<file path="config.mk">
export PLATFORM = sky130hd
export DESIGN_NAME = grid_neighbour_index_generator_core
export DESIGN_NICKNAME = d
export VERILOG_FILES = /design/src/gnig_pkg.sv /design/src/grid_neighbour_index_generator_core.sv /design/src/gnig_front.sv /design/src/gnig_fifo.sv /design/src/gnig_back.sv
export VERILOG_INCLUDE_DIRS = /design/src /design/src/src
export SDC_FILE = /design/constraint.sdc
export NUM_CORES = 2
export LEC_CHECK = 0
export ABC_AREA = 1
export BUFFER_PORTS_ARGS = -buffer_cell sky130_fd_sc_hd__clkbuf_2
export CORE_MARGIN = 3
export CORE_UTILIZATION = 51
export DETAILED_ROUTE_END_ITERATION = 10
export GPL_TIMING_DRIVEN = 0
export PLACE_DENSITY_LB_ADDON = 0.3
export SYNTH_ARGS = -nofsm -noshare
export SYNTH_HDL_FRONTEND = slang
export SYNTH_HIERARCHICAL = 1
export SYNTH_SLANG_ARGS = --single-unit
</file>
<file path="constraint.sdc">
create_clock -name clk -period 18.2 [get_ports clk]
set_input_delay 5.46 -clock clk [delete_from_list [all_inputs] [get_ports clk]]
set_output_delay 5.46 -clock clk [all_outputs]
set_load 0.02 [all_outputs]
</file>
<file path="src/grid_neighbour_index_generator_core_defines.svh">
// Assertion macros shared by the grid neighbour index generator RTL.
// Depends on nothing; include by bare file name where assertions are written.
`ifndef GRID_NEIGHBOUR_INDEX_GENERATOR_CORE_DEFINES_SVH
`define GRID_NEIGHBOUR_INDEX_GENERATOR_CORE_DEFINES_SVH

// Consequent must hold in the same cycle as the antecedent.
`define GNIG_ASSERT_NOW(lbl, clk, rst_n, ante, cons, msg) \
	lbl: assert property (@(posedge clk) disable iff (!rst_n) (ante) |-> (cons)) \
		else $error(msg);

// Consequent must hold in the cycle after the antecedent.
`define GNIG_ASSERT_NEXT(lbl, clk, rst_n, ante, cons, msg) \
	lbl: assert property (@(posedge clk) disable iff (!rst_n) (ante) |=> (cons)) \
		else $error(msg);

`endif

</file>
<file path="src/gnig_pkg.sv">
// Shared types, constants and offset tables of the grid neighbour index generator.
// Used by every RTL file of the block; depends on nothing.
package gnig_pkg;

	localparam int COORD_W   = 10;
	localparam int CFG_DIM_W = 11;
	localparam int IDX_W     = 30;
	localparam int CFG_IDX_W = 3;
	localparam int NB_MAX    = 26;
	localparam int NB_FACE   = 6;
	localparam int POS_W     = 5;

	typedef enum logic [CFG_IDX_W-1:0] {
		REG_DIM_X       = 3'd0,
		REG_DIM_Y       = 3'd1,
		REG_DIM_Z       = 3'd2,
		REG_MODE        = 3'd3,
		REG_SLICE_START = 3'd4
	} reg_idx_t;

	// per-axis offset codes
	localparam logic [1:0] OFS_DN   = 2'd0;
	localparam logic [1:0] OFS_ZERO = 2'd1;
	localparam logic [1:0] OFS_UP   = 2'd2;

	typedef struct packed {
		logic [COORD_W-1:0] point_x;
		logic [COORD_W-1:0] point_y;
		logic [COORD_W-1:0] point_z;
	} point_t;

	typedef struct packed {
		logic [IDX_W-1:0] point_slot;
		logic [IDX_W-1:0] neighbour_index;
		logic             last;
	} nbr_t;

	typedef struct packed {
		logic [1:0] ox;
		logic [1:0] oy;
		logic [1:0] oz;
	} offset_t;

	// which steps stay inside the grid along each axis
	typedef struct packed {
		logic x_lo;
		logic x_hi;
		logic y_lo;
		logic y_hi;
		logic z_lo;
		logic z_hi;
	} axis_ok_t;

	// one queued point: slot, centre index and the neighbours still to emit
	typedef struct packed {
		logic [IDX_W-1:0]  slot;
		logic [IDX_W-1:0]  centre;
		logic [NB_MAX-1:0] mask;
	} work_t;

	localparam offset_t FULL_OFS [NB_MAX] = '{
		'{OFS_DN,   OFS_DN,   OFS_DN},   '{OFS_DN,   OFS_DN,   OFS_ZERO},
		'{OFS_DN,   OFS_DN,   OFS_UP},   '{OFS_DN,   OFS_ZERO, OFS_DN},
		'{OFS_DN,   OFS_ZERO, OFS_ZERO}, '{OFS_DN,   OFS_ZERO, OFS_UP},
		'{OFS_DN,   OFS_UP,   OFS_DN},   '{OFS_DN,   OFS_UP,   OFS_ZERO},
		'{OFS_DN,   OFS_UP,   OFS_UP},
		'{OFS_ZERO, OFS_DN,   OFS_DN},   '{OFS_ZERO, OFS_DN,   OFS_ZERO},
		'{OFS_ZERO, OFS_DN,   OFS_UP},   '{OFS_ZERO, OFS_ZERO, OFS_DN},
		'{OFS_ZERO, OFS_ZERO, OFS_UP},   '{OFS_ZERO, OFS_UP,   OFS_DN},
		'{OFS_ZERO, OFS_UP,   OFS_ZERO}, '{OFS_ZERO, OFS_UP,   OFS_UP},
		'{OFS_UP,   OFS_DN,   OFS_DN},   '{OFS_UP,   OFS_DN,   OFS_ZERO},
		'{OFS_UP,   OFS_DN,   OFS_UP},   '{OFS_UP,   OFS_ZERO, OFS_DN},
		'{OFS_UP,   OFS_ZERO, OFS_ZERO}, '{OFS_UP,   OFS_ZERO, OFS_UP},
		'{OFS_UP,   OFS_UP,   OFS_DN},   '{OFS_UP,   OFS_UP,   OFS_ZERO},
		'{OFS_UP,   OFS_UP,   OFS_UP}
	};

	localparam offset_t FACE_OFS [NB_FACE] = '{
		'{OFS_DN,   OFS_ZERO, OFS_ZERO}, '{OFS_UP,   OFS_ZERO, OFS_ZERO},
		'{OFS_ZERO, OFS_DN,   OFS_ZERO}, '{OFS_ZERO, OFS_UP,   OFS_ZERO},
		'{OFS_ZERO, OFS_ZERO, OFS_DN},   '{OFS_ZERO, OFS_ZERO, OFS_UP}
	};

	// offsets of emission slot pos; unused slots map to the centre
	function automatic offset_t nb_offset(input logic mode, input logic [POS_W-1:0] pos);
		offset_t o;
		o = '{OFS_ZERO, OFS_ZERO, OFS_ZERO};
		if (mode) begin
			if (32'(pos) < NB_MAX) o = FULL_OFS[pos];
		end else begin
			if (32'(pos) < NB_FACE) o = FACE_OFS[pos[2:0]];
		end
		return o;
	endfunction

	function automatic logic step_ok(input logic [1:0] code, input logic lo, input logic hi);
		logic ok;
		ok = 1'b1;
		if (code == OFS_DN) ok = lo;
		if (code == OFS_UP) ok = hi;
		return ok;
	endfunction

endpackage

</file>
<file path="src/grid_neighbour_index_generator_core.sv">
// Top level of the grid neighbour index generator: configuration registers and
// the front end, queue and back end. Depends on gnig_pkg, gnig_front, gnig_fifo, gnig_back.
//
// For each accepted point (x, y, z) the block emits the linear indices
// x + y*dim_x + z*dim_x*dim_y of its in-grid neighbours, one result per cycle
// while nbr_ready takes them: six face neighbours in mode 0 (x-1, x+1, y-1, y+1,
// z-1, z+1) or up to 26 box neighbours in mode 1 (lexicographic x, y, z offsets,
// centre skipped). Each result carries the point's slot (index minus slice start)
// and a last flag; a point without neighbours emits nothing. A point with n
// neighbours occupies the back end, the single result path into the output
// register, until its last result is emitted. The front end keeps accepting
// while the back end works, until the QUEUE_DEPTH-entry queue fills. In the cycle
// after any configuration write the point channel is held off while the plane
// size is recomputed.
module grid_neighbour_index_generator_core #(
	parameter int MAX_AXIS    = 1024,
	parameter int QUEUE_DEPTH = 4
) (
	input  logic                           clk,
	input  logic                           arst_n,
	input  logic                           cfg_valid,
	output logic                           cfg_ready,
	input  logic [gnig_pkg::CFG_IDX_W-1:0] cfg_index,
	input  logic [gnig_pkg::IDX_W-1:0]     cfg_data,
	input  logic                           point_valid,
	output logic                           point_ready,
	input  gnig_pkg::point_t               point,
	output logic                           nbr_valid,
	input  logic                           nbr_ready,
	output gnig_pkg::nbr_t                 nbr
);

	localparam int DIM_W   = (MAX_AXIS >= (1 << gnig_pkg::CFG_DIM_W) - 1)
		? gnig_pkg::CFG_DIM_W : $clog2(MAX_AXIS + 1);
	localparam int PLANE_W = 2 * DIM_W;

	logic [DIM_W-1:0]            dim_x_q;
	logic [DIM_W-1:0]            dim_y_q;
	logic [DIM_W-1:0]            dim_z_q;
	logic                        mode_q;
	logic [gnig_pkg::IDX_W-1:0]  slice_q;
	logic [PLANE_W-1:0]          plane_q;
	logic                        pend_q;
	logic                        cfg_we;

	logic                        push;
	gnig_pkg::work_t             push_data;
	logic                        pop;
	gnig_pkg::work_t             head;
	logic                        full;
	logic                        empty;

	// zero reads as one, anything above MAX_AXIS saturates
	function automatic logic [DIM_W-1:0] eff_dim(input logic [gnig_pkg::CFG_DIM_W-1:0] d);
		logic [DIM_W-1:0] r;
		r = DIM_W'(d);
		if (d == '0) r = DIM_W'(1);
		else if (32'(d) > MAX_AXIS) r = DIM_W'(MAX_AXIS);
		return r;
	endfunction

	assign cfg_ready = 1'b1;
	assign cfg_we    = cfg_valid && cfg_ready;

	always_ff @(posedge clk or negedge arst_n) begin
		if (!arst_n) begin
			dim_x_q <= DIM_W'(1);
			dim_y_q <= DIM_W'(1);
			dim_z_q <= DIM_W'(1);
			mode_q  <= 1'b0;
			slice_q <= '0;
			plane_q <= PLANE_W'(1);
			pend_q  <= 1'b0;
		end else begin
			pend_q  <= cfg_we;
			plane_q <= PLANE_W'(dim_x_q) * PLANE_W'(dim_y_q);
			if (cfg_we) begin
				case (cfg_index)
					gnig_pkg::REG_DIM_X: begin
						dim_x_q <= eff_dim(cfg_data[gnig_pkg::CFG_DIM_W-1:0]);
					end
					gnig_pkg::REG_DIM_Y: begin
						dim_y_q <= eff_dim(cfg_data[gnig_pkg::CFG_DIM_W-1:0]);
					end
					gnig_pkg::REG_DIM_Z: begin
						dim_z_q <= eff_dim(cfg_data[gnig_pkg::CFG_DIM_W-1:0]);
					end
					gnig_pkg::REG_MODE: begin
						mode_q <= cfg_data[0];
					end
					gnig_pkg::REG_SLICE_START: begin
						slice_q <= cfg_data;
					end
					default: begin
						// drop writes beyond the register list
					end
				endcase
			end
		end
	end

	gnig_front #(
		.DIM_W(DIM_W)
	) u_front (
		.clk        (clk),
		.arst_n     (arst_n),
		.point_valid(point_valid),
		.point_ready(point_ready),
		.point      (point),
		.dim_x      (dim_x_q),
		.dim_y      (dim_y_q),
		.dim_z      (dim_z_q),
		.plane      (plane_q),
		.mode       (mode_q),
		.slice_start(slice_q),
		.hold       (pend_q),
		.full       (full),
		.push       (push),
		.push_data  (push_data)
	);

	gnig_fifo #(
		.DEPTH(QUEUE_DEPTH)
	) u_fifo (
		.clk      (clk),
		.arst_n   (arst_n),
		.push     (push),
		.push_data(push_data),
		.pop      (pop),
		.head     (head),
		.full     (full),
		.empty    (empty)
	);

	gnig_back #(
		.DIM_W(DIM_W)
	) u_back (
		.clk      (clk),
		.arst_n   (arst_n),
		.head     (head),
		.empty    (empty),
		.pop      (pop),
		.dim_x    (dim_x_q),
		.plane    (plane_q),
		.mode     (mode_q),
		.nbr_valid(nbr_valid),
		.nbr_ready(nbr_ready),
		.nbr      (nbr)
	);

endmodule

</file>
<file path="src/gnig_front.sv">
// Front end: accepts points, forms centre index, slot and neighbour mask in three stages.
// Depends on gnig_pkg; feeds gnig_fifo.
module gnig_front #(
	parameter int DIM_W = 11
) (
	input  logic                       clk,
	input  logic                       arst_n,
	input  logic                       point_valid,
	output logic                       point_ready,
	input  gnig_pkg::point_t           point,
	input  logic [DIM_W-1:0]           dim_x,
	input  logic [DIM_W-1:0]           dim_y,
	input  logic [DIM_W-1:0]           dim_z,
	input  logic [2*DIM_W-1:0]         plane,
	input  logic                       mode,
	input  logic [gnig_pkg::IDX_W-1:0] slice_start,
	input  logic                       hold,
	input  logic                       full,
	output logic                       push,
	output gnig_pkg::work_t            push_data
);

	localparam int PLANE_W = 2 * DIM_W;
	localparam int YP_W    = gnig_pkg::COORD_W + DIM_W;
	localparam int ZP_W    = gnig_pkg::COORD_W + PLANE_W;
	localparam int CMP_W   = gnig_pkg::CFG_DIM_W + 1;

	logic adv;

	logic                                v_s1;
	gnig_pkg::point_t                    pt_s1;
	logic                                v_s2;
	logic [gnig_pkg::COORD_W-1:0]        x_s2;
	logic [YP_W-1:0]                     yprod_s2;
	logic [gnig_pkg::IDX_W-1:0]          zprod_s2;
	gnig_pkg::axis_ok_t                  ok_s2;
	logic                                v_s3;
	logic [gnig_pkg::IDX_W-1:0]          centre_s3;
	gnig_pkg::axis_ok_t                  ok_s3;

	logic [YP_W-1:0]                     yprod;
	logic [ZP_W-1:0]                     zprod;
	gnig_pkg::axis_ok_t                  ok;
	logic [gnig_pkg::IDX_W-1:0]          centre;
	logic [gnig_pkg::NB_MAX-1:0]         mask;
	gnig_pkg::offset_t                   ofs;

	// stall the whole front while the last stage cannot hand off
	assign adv         = !v_s3 || !full;
	assign point_ready = adv && !hold;

	always_comb begin
		yprod   = YP_W'(pt_s1.point_y) * YP_W'(dim_x);
		zprod   = ZP_W'(pt_s1.point_z) * ZP_W'(plane);
		ok.x_lo = pt_s1.point_x != '0;
		ok.x_hi = (CMP_W'(pt_s1.point_x) + CMP_W'(1)) < CMP_W'(dim_x);
		ok.y_lo = pt_s1.point_y != '0;
		ok.y_hi = (CMP_W'(pt_s1.point_y) + CMP_W'(1)) < CMP_W'(dim_y);
		ok.z_lo = pt_s1.point_z != '0;
		ok.z_hi = (CMP_W'(pt_s1.point_z) + CMP_W'(1)) < CMP_W'(dim_z);
	end

	assign centre = gnig_pkg::IDX_W'(x_s2) + gnig_pkg::IDX_W'(yprod_s2) + zprod_s2;

	always_comb begin
		mask = '0;
		ofs  = '0;
		for (int p = 0; p < gnig_pkg::NB_MAX; p++) begin
			ofs     = gnig_pkg::nb_offset(mode, gnig_pkg::POS_W'(p));
			mask[p] = (mode || (p < gnig_pkg::NB_FACE))
				&& gnig_pkg::step_ok(ofs.ox, ok_s3.x_lo, ok_s3.x_hi)
				&& gnig_pkg::step_ok(ofs.oy, ok_s3.y_lo, ok_s3.y_hi)
				&& gnig_pkg::step_ok(ofs.oz, ok_s3.z_lo, ok_s3.z_hi);
		end
	end

	// drop points without neighbours here
	assign push             = v_s3 && adv && (mask != '0);
	assign push_data.slot   = centre_s3 - slice_start;
	assign push_data.centre = centre_s3;
	assign push_data.mask   = mask;

	always_ff @(posedge clk or negedge arst_n) begin
		if (!arst_n) begin
			v_s1 <= 1'b0;
			v_s2 <= 1'b0;
			v_s3 <= 1'b0;
		end else if (adv) begin
			v_s1 <= point_valid && point_ready;
			v_s2 <= v_s1;
			v_s3 <= v_s2;
		end
	end

	always_ff @(posedge clk) begin
		if (adv) begin
			pt_s1     <= point;
			x_s2      <= pt_s1.point_x;
			yprod_s2  <= yprod;
			zprod_s2  <= gnig_pkg::IDX_W'(zprod);
			ok_s2     <= ok;
			centre_s3 <= centre;
			ok_s3     <= ok_s2;
		end
	end

endmodule

</file>
<file path="src/gnig_fifo.sv">
// Short queue of classified points between front and back end.
// Depends on gnig_pkg for the entry type.
module gnig_fifo #(
	parameter int DEPTH = 4
) (
	input  logic            clk,
	input  logic            arst_n,
	input  logic            push,
	input  gnig_pkg::work_t push_data,
	input  logic            pop,
	output gnig_pkg::work_t head,
	output logic            full,
	output logic            empty
);

	localparam int PTR_W = (DEPTH > 1) ? $clog2(DEPTH) : 1;
	localparam int CNT_W = $clog2(DEPTH + 1);

	gnig_pkg::work_t  mem_q [DEPTH];
	logic [PTR_W-1:0] wr_ptr_q;
	logic [PTR_W-1:0] rd_ptr_q;
	logic [CNT_W-1:0] count_q;

	function automatic logic [PTR_W-1:0] ptr_inc(input logic [PTR_W-1:0] p);
		return (p == PTR_W'(DEPTH - 1)) ? '0 : p + PTR_W'(1);
	endfunction

	assign head  = mem_q[rd_ptr_q];
	assign full  = count_q == CNT_W'(DEPTH);
	assign empty = count_q == '0;

	always_ff @(posedge clk or negedge arst_n) begin
		if (!arst_n) begin
			wr_ptr_q <= '0;
			rd_ptr_q <= '0;
			count_q  <= '0;
		end else begin
			if (push) wr_ptr_q <= ptr_inc(wr_ptr_q);
			if (pop) rd_ptr_q <= ptr_inc(rd_ptr_q);
			if (push && !pop) count_q <= count_q + CNT_W'(1);
			else if (pop && !push) count_q <= count_q - CNT_W'(1);
		end
	end

	always_ff @(posedge clk) begin
		if (push) mem_q[wr_ptr_q] <= push_data;
	end

endmodule

</file>
<file path="src/gnig_back.sv">
// Back end: walks the neighbour mask of the head point into the output register,
// one index per cycle unless nbr_ready stalls it. Depends on gnig_pkg and the assertion macro header.
`include "grid_neighbour_index_generator_core_defines.svh"

module gnig_back #(
	parameter int DIM_W = 11
) (
	input  logic               clk,
	input  logic               arst_n,
	input  gnig_pkg::work_t    head,
	input  logic               empty,
	output logic               pop,
	input  logic [DIM_W-1:0]   dim_x,
	input  logic [2*DIM_W-1:0] plane,
	input  logic               mode,
	output logic               nbr_valid,
	input  logic               nbr_ready,
	output gnig_pkg::nbr_t     nbr
);

	localparam int IW = gnig_pkg::IDX_W;

	logic                         busy_q;
	logic [gnig_pkg::NB_MAX-1:0]  rem_q;
	logic                         nbr_valid_q;
	gnig_pkg::nbr_t               nbr_q;

	logic [gnig_pkg::NB_MAX-1:0]  active;
	logic [gnig_pkg::NB_MAX-1:0]  pick;
	logic [gnig_pkg::NB_MAX-1:0]  rem_next;
	logic [gnig_pkg::POS_W-1:0]   pos;
	gnig_pkg::offset_t            ofs;
	logic [IW-1:0]                tx;
	logic [IW-1:0]                ty;
	logic [IW-1:0]                tz;
	logic [IW-1:0]                idx;
	logic                         emit;

	assign active   = busy_q ? rem_q : head.mask;
	assign pick     = active & (~active + gnig_pkg::NB_MAX'(1));
	assign rem_next = active & ~pick;

	always_comb begin
		pos = '0;
		for (int i = 0; i < gnig_pkg::NB_MAX; i++) begin
			if (pick[i]) pos = gnig_pkg::POS_W'(i);
		end
	end

	always_comb begin
		ofs = gnig_pkg::nb_offset(mode, pos);
		tx  = '0;
		ty  = '0;
		tz  = '0;
		if (ofs.ox == gnig_pkg::OFS_UP) tx = IW'(1);
		if (ofs.ox == gnig_pkg::OFS_DN) tx = '1;
		if (ofs.oy == gnig_pkg::OFS_UP) ty = IW'(dim_x);
		if (ofs.oy == gnig_pkg::OFS_DN) ty = -IW'(dim_x);
		if (ofs.oz == gnig_pkg::OFS_UP) tz = IW'(plane);
		if (ofs.oz == gnig_pkg::OFS_DN) tz = -IW'(plane);
		idx = head.centre + tx + ty + tz;
	end

	assign emit      = !empty && (!nbr_valid_q || nbr_ready);
	// release the queue entry with its final neighbour
	assign pop       = emit && (rem_next == '0);
	assign nbr_valid = nbr_valid_q;
	assign nbr       = nbr_q;

	always_ff @(posedge clk or negedge arst_n) begin
		if (!arst_n) begin
			busy_q      <= 1'b0;
			nbr_valid_q <= 1'b0;
		end else begin
			if (emit) busy_q <= rem_next != '0;
			if (emit) nbr_valid_q <= 1'b1;
			else if (nbr_ready) nbr_valid_q <= 1'b0;
		end
	end

	always_ff @(posedge clk) begin
		if (emit) begin
			rem_q                 <= rem_next;
			nbr_q.point_slot      <= head.slot;
			nbr_q.neighbour_index <= idx;
			nbr_q.last            <= rem_next == '0;
		end
	end

	`GNIG_ASSERT_NOW(a_pick_onehot, clk, arst_n, emit, $onehot(pick), "emit without single pick")
	`GNIG_ASSERT_NOW(a_busy_has_work, clk, arst_n, busy_q, (rem_q != '0) && !empty, "busy with no work")
	`GNIG_ASSERT_NEXT(a_partial_stays, clk, arst_n, emit && !pop, busy_q, "point left early")
	`GNIG_ASSERT_NEXT(a_pop_marks_last, clk, arst_n, pop, nbr_valid_q && nbr_q.last, "pop without last")

endmodule
</file>
# Yosys cells after proc, flatten, opt, wreduce, memory -nomap -nowiden
# Memories as Yosys holds them, arrays and structs flattened.
# Cells that the tools add are included.
dict set report totals {
  ff_bits 319
  mem_bits_rw 344
  romBits 240
  inputBits 68
  out_inout_bits 64
  elab_cells 579
  mem_count 3
}
dict set report classes {
  n_addsub 16
  multipliers 3
  n_lt_le_gt_ge 8
  eq_ne 88
  n_mux 231
  bitwise 6
  reduce_logical 186
}
# memory depth word_bits rd rd_clocked_by_memory_dff wr line_no
set mem_list {}
lappend mem_list {u_fifo.mem_q 4 86 1 0 1 gnig_fifo.sv:19} ;# gnig_pkg::work_t mem_q [DEPTH];
lappend mem_list {{(name not given)} 32 6 1 0 0 gnig_pkg.sv:89} ;# if (32'(pos) < NB_MAX) o = FULL_OFS[pos];
lappend mem_list {{(name not given)} 8 6 1 0 0 gnig_pkg.sv:91} ;# if (32'(pos) < NB_FACE) o = FACE_OFS[pos[2:0]];
# cell n
set op_table {}
lappend op_table {{$mux 1} 163}
lappend op_table {{$mux 5} 31}
lappend op_table {{$logic_not 2->1} 70}
lappend op_table {{$add 30x30->30} 4}
lappend op_table {{$eq 2x2->1 const B} 60}
lappend op_table {{$mux 6} 17}
lappend op_table {{$mux 30} 3}
lappend op_table {{$logic_and 1x1->1} 80}
lappend op_table {{$and 26x26->26} 2}
lappend op_table {{$not 26->26} 2}
lappend op_table {{$reduce_bool 26->1} 2}
lappend op_table {{$lt 12x11->1} 3}
lappend op_table {{$add 10x1->11 const B} 3}
lappend op_table {{$mux 11} 3}
lappend op_table {{$mul 10x22->30} 1}
lappend op_table {{$neg 11->30} 1}
lappend op_table {{$neg 22->30} 1}
lappend op_table {{$reduce_bool 10->1} 3}
lappend op_table {{$sub 30x30->30} 1}
lappend op_table {{$add 26x1->26 const B} 1}
lappend op_table {{$logic_not 26->1} 1}
lappend op_table {{$mux 26} 1}
lappend op_table {{$eq 1x2->1 const B} 12}
lappend op_table {{$add 10x21->22} 1}
lappend op_table {{27 further kinds} 72}

# Depth between registers and ports, before layout
# An unclocked memory read counts as a cell.
dict set report depth {
  word_depth 42
  ltp_mapped 56
  ltp_nobuf 53
}

# Cells and area by module
# Netlist, hierarchy kept.
# module n_inst cells_each area_each_um2 seq_area_each_um2
set by_module_without_submodules {}
lappend by_module_without_submodules {gnig_front 1 3056 21792.2 4068.9}
lappend by_module_without_submodules {gnig_fifo 1 1056 14005.9 10505.1}
lappend by_module_without_submodules {gnig_back 1 1086 8530.7 2632.5}
lappend by_module_without_submodules {grid_neighbour_index_generator_core 1 878 7463.4 2182.1}

# Worst setup path after synthesis
# Ideal clock, no wire load.
dict set report synth_timing {
  path_kind {input to register}
  from {input nbr_ready}
  to {register u_fifo.count_q[1]}
  setup_ps 117
  t_arrival_ps 11072
  t_required_ps 18083
  slack_ps 7011
  cell_stages 9
  path_buffers 0
  path_cell_list {inv_1 -> a21oi_1 -> and2_1 -> inv_1 -> ha_1 -> inv_1 -> fa_1 -> nand2_1 -> nand2_1}
}
dict set report synth_via {
  elab_chain_cells 6
  elab_cells_between_ends 8
  cone_classes {mux (1); reduce/logical (7)}
}
# element line_no
set synth_rtl {}
lappend synth_rtl {{from (decl)} grid_neighbour_index_generator_core.sv:29} ;# input logic nbr_ready,
lappend synth_rtl {{$logic_or 1x1->1 (*)} gnig_back.sv:64} ;# assign emit = !empty && (!nbr_valid_q || nbr_ready);
lappend synth_rtl {{$logic_and 1x1->1 (*)} gnig_back.sv:64}
lappend synth_rtl {{net u_back.emit} gnig_back.sv:37} ;# logic emit;
lappend synth_rtl {{$logic_and 1x1->1 (*)} gnig_back.sv:66} ;# assign pop = emit && (rem_next == '0);
lappend synth_rtl {{net pop} grid_neighbour_index_generator_core.sv:48} ;# logic pop;
lappend synth_rtl {{$logic_not 1->1} gnig_fifo.sv:40} ;# if (push && !pop) count_q <= count_q + CNT_W'(1);
lappend synth_rtl {{$logic_and 1x1->1} gnig_fifo.sv:40}
lappend synth_rtl {{$mux 3 or $reduce_bool 2->1 (tied branches)} --}
lappend synth_rtl {{to (signal assigned)} gnig_fifo.sv:40}
lappend synth_rtl {{to (signal assigned)} gnig_fifo.sv:41} ;# else if (pop && !push) count_q <= count_q - CNT_W'(1);
lappend synth_rtl {{to (decl)} gnig_fifo.sv:22} ;# logic [CNT_W-1:0] count_q;
# Mark *: on every way through the listed nets, which the timed path passes. The rest lies on a longest branch.
# A chain may end at the register's enable or synchronous reset.

==> results.sh <==
export IMPL_first_pass_iters=6
export IMPL_crit_arrival_ns=9.29
export IMPL_die_area_um2=105000
export IMPL_antennaDiodeCount=0
export IMPL_synthXorXnorAreaFrac_pct=2.00
export IMPL_grt_antenna_before_repair=3
export IMPL_nNetsFinal=7053
export IMPL_synth_top_family_by_area="adder cells"
export IMPL_drc=0
export IMPL_mostFrequentLayoutCells="nand2_1 (1733), inv_1 (1433), edfxtp_1 (563), fa_1 (378), ha_1 (314)"
export IMPL_clock_sinks=662
export IMPL_grt_pass1_vias=39500
export IMPL_pin_count=132
export IMPL_postCtsResizedCells=0
export IMPL_syn_avg_cell_area_um2=8.52
export IMPL_core_area_um2=100000
export IMPL_final_common_cell="nand2_1"
export IMPL_routed_wl_um=141000
export IMPL_via_per_inst=5.19
export IMPL_hp_class="reg -> reg"
export IMPL_tightest_slew_ns=1.10
export IMPL_timing_final_crit_period_ns=8.91
export IMPL_timing_worst_setup_path_type="reg -> reg"
export IMPL_drt_iter0_markers=3437
export IMPL_required_ns=18.58
export IMPL_grt_max_degree=66
export IMPL_rows=116
export IMPL_numCtsBuffers=76
export IMPL_synthSimpleGateAreaFrac_pct=19.5
export IMPL_regArea_um2=19400
export IMPL_worstSetupEndpointType="flop"
export IMPL_hpwl_um=110000
export IMPL_wl_per_cell_um=18.2
export IMPL_synth_nets=6836
export IMPL_grt_first_pass_wirelength_um=220000
export IMPL_die_y_um=325
export IMPL_synthCells=6076
export IMPL_timing_final_crit_share_pct=49.0
export IMPL_fmax_mhz=112
export IMPL_finalWeightedCongestion=0.964
export IMPL_multi_input_area_um2=26100
export IMPL_nFillCells=9046
export IMPL_syn_area_um2=51800
export IMPL_crit_path_max_incr_delay_ns=0.72
export IMPL_die_w_um=325
export IMPL_ys_async_sr_fraction_pct=15.0
export IMPL_track_usage_pct=26.8
export IMPL_clk_pin_slew_ns=0.06
export IMPL_grt_overflow=0
export IMPL_cp_slowest_cell="fa_1"
export IMPL_setup_viol=0
export IMPL_vias=40000
export IMPL_synthMuxAreaShare_pct=0.689
export IMPL_final_max_slew_viol_count=0
export IMPL_skew_ns=0.0451
export IMPL_final_layout_size_suffix_gt1_share_pct=7.07
export IMPL_seq_area_frac_synth_pct=37.4
export IMPL_maxCapViolations=0
export IMPL_synth_distinct_cells=55
export IMPL_synth_main_ff_cell="edfxtp_1"
export IMPL_slew_limit_headroom_pct=26.5
export IMPL_cts_hold_buf=0
export IMPL_finalHoldViolCount=0
export IMPL_synth_edf_count=563
export IMPL_fin_tns_setup_ns=0
export IMPL_io_buffers=129
export IMPL_synth_fa_ha_area_share_pct=22.2
export IMPL_crit_path_start_kind="flop"
export IMPL_postCtsSetupBuffers=0
export IMPL_path_max_fanout=28
export IMPL_start_util_pct=51.6
export IMPL_cp_num_buf_inv=9
export IMPL_cts_tree="yes"
export IMPL_cts_root_buf="clkbuf_16"
export IMPL_synth_compound_area_share_pct=5.93
export IMPL_area_growth_pct=10.1
export IMPL_yosys_warnings=6
export IMPL_rsz0062_at_grt="false"
export IMPL_fin_util_pct=56.8
export IMPL_synth_seq_cells=662
export IMPL_insertion_delay_ns=0.66
export IMPL_cts_max_level=3
export IMPL_drtAntennaViolNets=0
export IMPL_status="complete, no violations"
export IMPL_crit_family="simple AND/OR/NAND/NOR gates"
export IMPL_cts_buffer_depth=3
[routing by layer]
| layer | vias to the layer above | GRT usage (%) | wire, µm | part of all wire (%) |
|---|---|---|---|---|
| met3 | 249 | 3.82 | 9620 | 6.8 |
| li1 | 19300 | - | - | - |
| met4 | 4 | 9.53 | 5040 | 3.6 |
| met5 | - | 0 | 24 | 0.017 |
| met2 | 1267 | 45.2 | 67200 | 48 |
| met1 | 19200 | 35.6 | 58800 | 42 |
[sequential cells by signal (all words and copies together) (netlist names), 2 cells and up]
register           count
u_front/yprod_s2      21
dim_y_q               11
u_front/zprod_s2      30
u_fifo/count_q         3
u_front/pt_s1         30
u_fifo/wr_ptr_q        2
u_fifo/mem_q         344
slice_q               30
dim_x_q               11
dim_z_q               11
u_front/centre_s3     30
u_front/x_s2          10
u_front/ok_s2          6
u_back/nbr            61
u_fifo/rd_ptr_q        2
u_back/rem_q          25
plane_q               22
u_front/ok_s3          6
[worst reg2reg max path, delay by kind of cell, from the launching register on]
kind	cells	cell delay [ns]
DFF	1	0.39
AOI/OAI and AO/OA	8	1.60
and+or+nand+nor	20	3.14
buffers and inverters	9	1.33
xor gates and xnor gates	1	0.15
adders and majority gates	5	2.02
[cell type report]
type                            count  share of cell area (%)
Sequential cell                   662                    34.0
Timing Repair Buffer              139                    1.60
Inverter                         1452                    9.59
Clock buffer                       95                    3.55
Buffer                            174                    1.53
Clock inverter                     45                    1.02
Multi-Input combinational cell   3788                    45.7
Tap cell                         1357                    2.98
[cell families after synthesis]
family	Yosys count
flops	662
mux	25
xor+xnor	118
compound gates	511
simple gates	2441
other cells	1
buf+inv	1626
fa+ha+maj	692
[synthesized netlist by cell type, drive strengths merged, types with 3 or more instances]
cell / number / area share, %
or2: 4 / 0.048
a21oi: 177 / 1.7
nor2: 296 / 2.3
inv: 1452 / 11
xnor2: 24 / 0.41
nor4: 14 / 0.17
ha: 314 / 7.6
clkbuf: 104 / 0.75
xor2: 94 / 1.6
mux2: 25 / 0.69
a22oi: 8 / 0.12
and2: 12 / 0.14
buf: 70 / 0.93
nand3: 206 / 2.1
o21ai: 133 / 1.3
nand3b: 11 / 0.16
o211ai: 173 / 2.5
nand2: 1778 / 13
nor3: 56 / 0.60
fa: 378 / 15
dfrtp: 95 / 4.6
dfstp: 4 / 0.20
nand4: 60 / 0.72
o21a: 3 / 0.043
o21bai: 6 / 0.087
edfxtp: 563 / 33
[final timing paths]
| check | cells after the start | slack, ns | startpoint | to |
|---|---|---|---|---|
| min in group asynchronous | 1 | 4.78 | arst_n | slice_q[22]$_DFFE_PN0P_ |
| max | 43 | 9.29 | u_fifo/rd_ptr_q[1]$_DFFE_PN0P_ | u_back/nbr[28]$_DFFE_PP_ |
| max in group asynchronous | 2 | 12.70 | arst_n | dim_x_q[0]$_DFFE_PN1P_ |
| min reg2reg | 0 | 0.43 | u_front/ok_s2[1]$_DFFE_PN_ | u_front/ok_s3[1]$_DFFE_PN_ |
| max reg2reg | 43 | 9.29 | u_fifo/rd_ptr_q[1]$_DFFE_PN0P_ | u_back/nbr[28]$_DFFE_PP_ |
| min | 0 | 0.43 | u_front/ok_s2[1]$_DFFE_PN_ | u_front/ok_s3[1]$_DFFE_PN_ |
[stage by stage]
step | hold WS [ns] | setup WS, ns | cells | instance area [µm²]
after CTS | 0.428 | 9.34 | 7712 | 57000
after global routing | 0.439 | 8.61 | 7712 | 57000
after floorplan | 0.400 | 7.01 | 6076 | 51800
final | 0.428 | 9.29 | 7712 | 57000
after global placement | 0.409 | 4.39 | 7562 | 54100
after detailed placement | 0.414 | 9.36 | 7572 | 54400
Power is left out: the tool's default activity adds up to more than one toggle a clock period on the data nets, which glitch-free logic cannot reach.
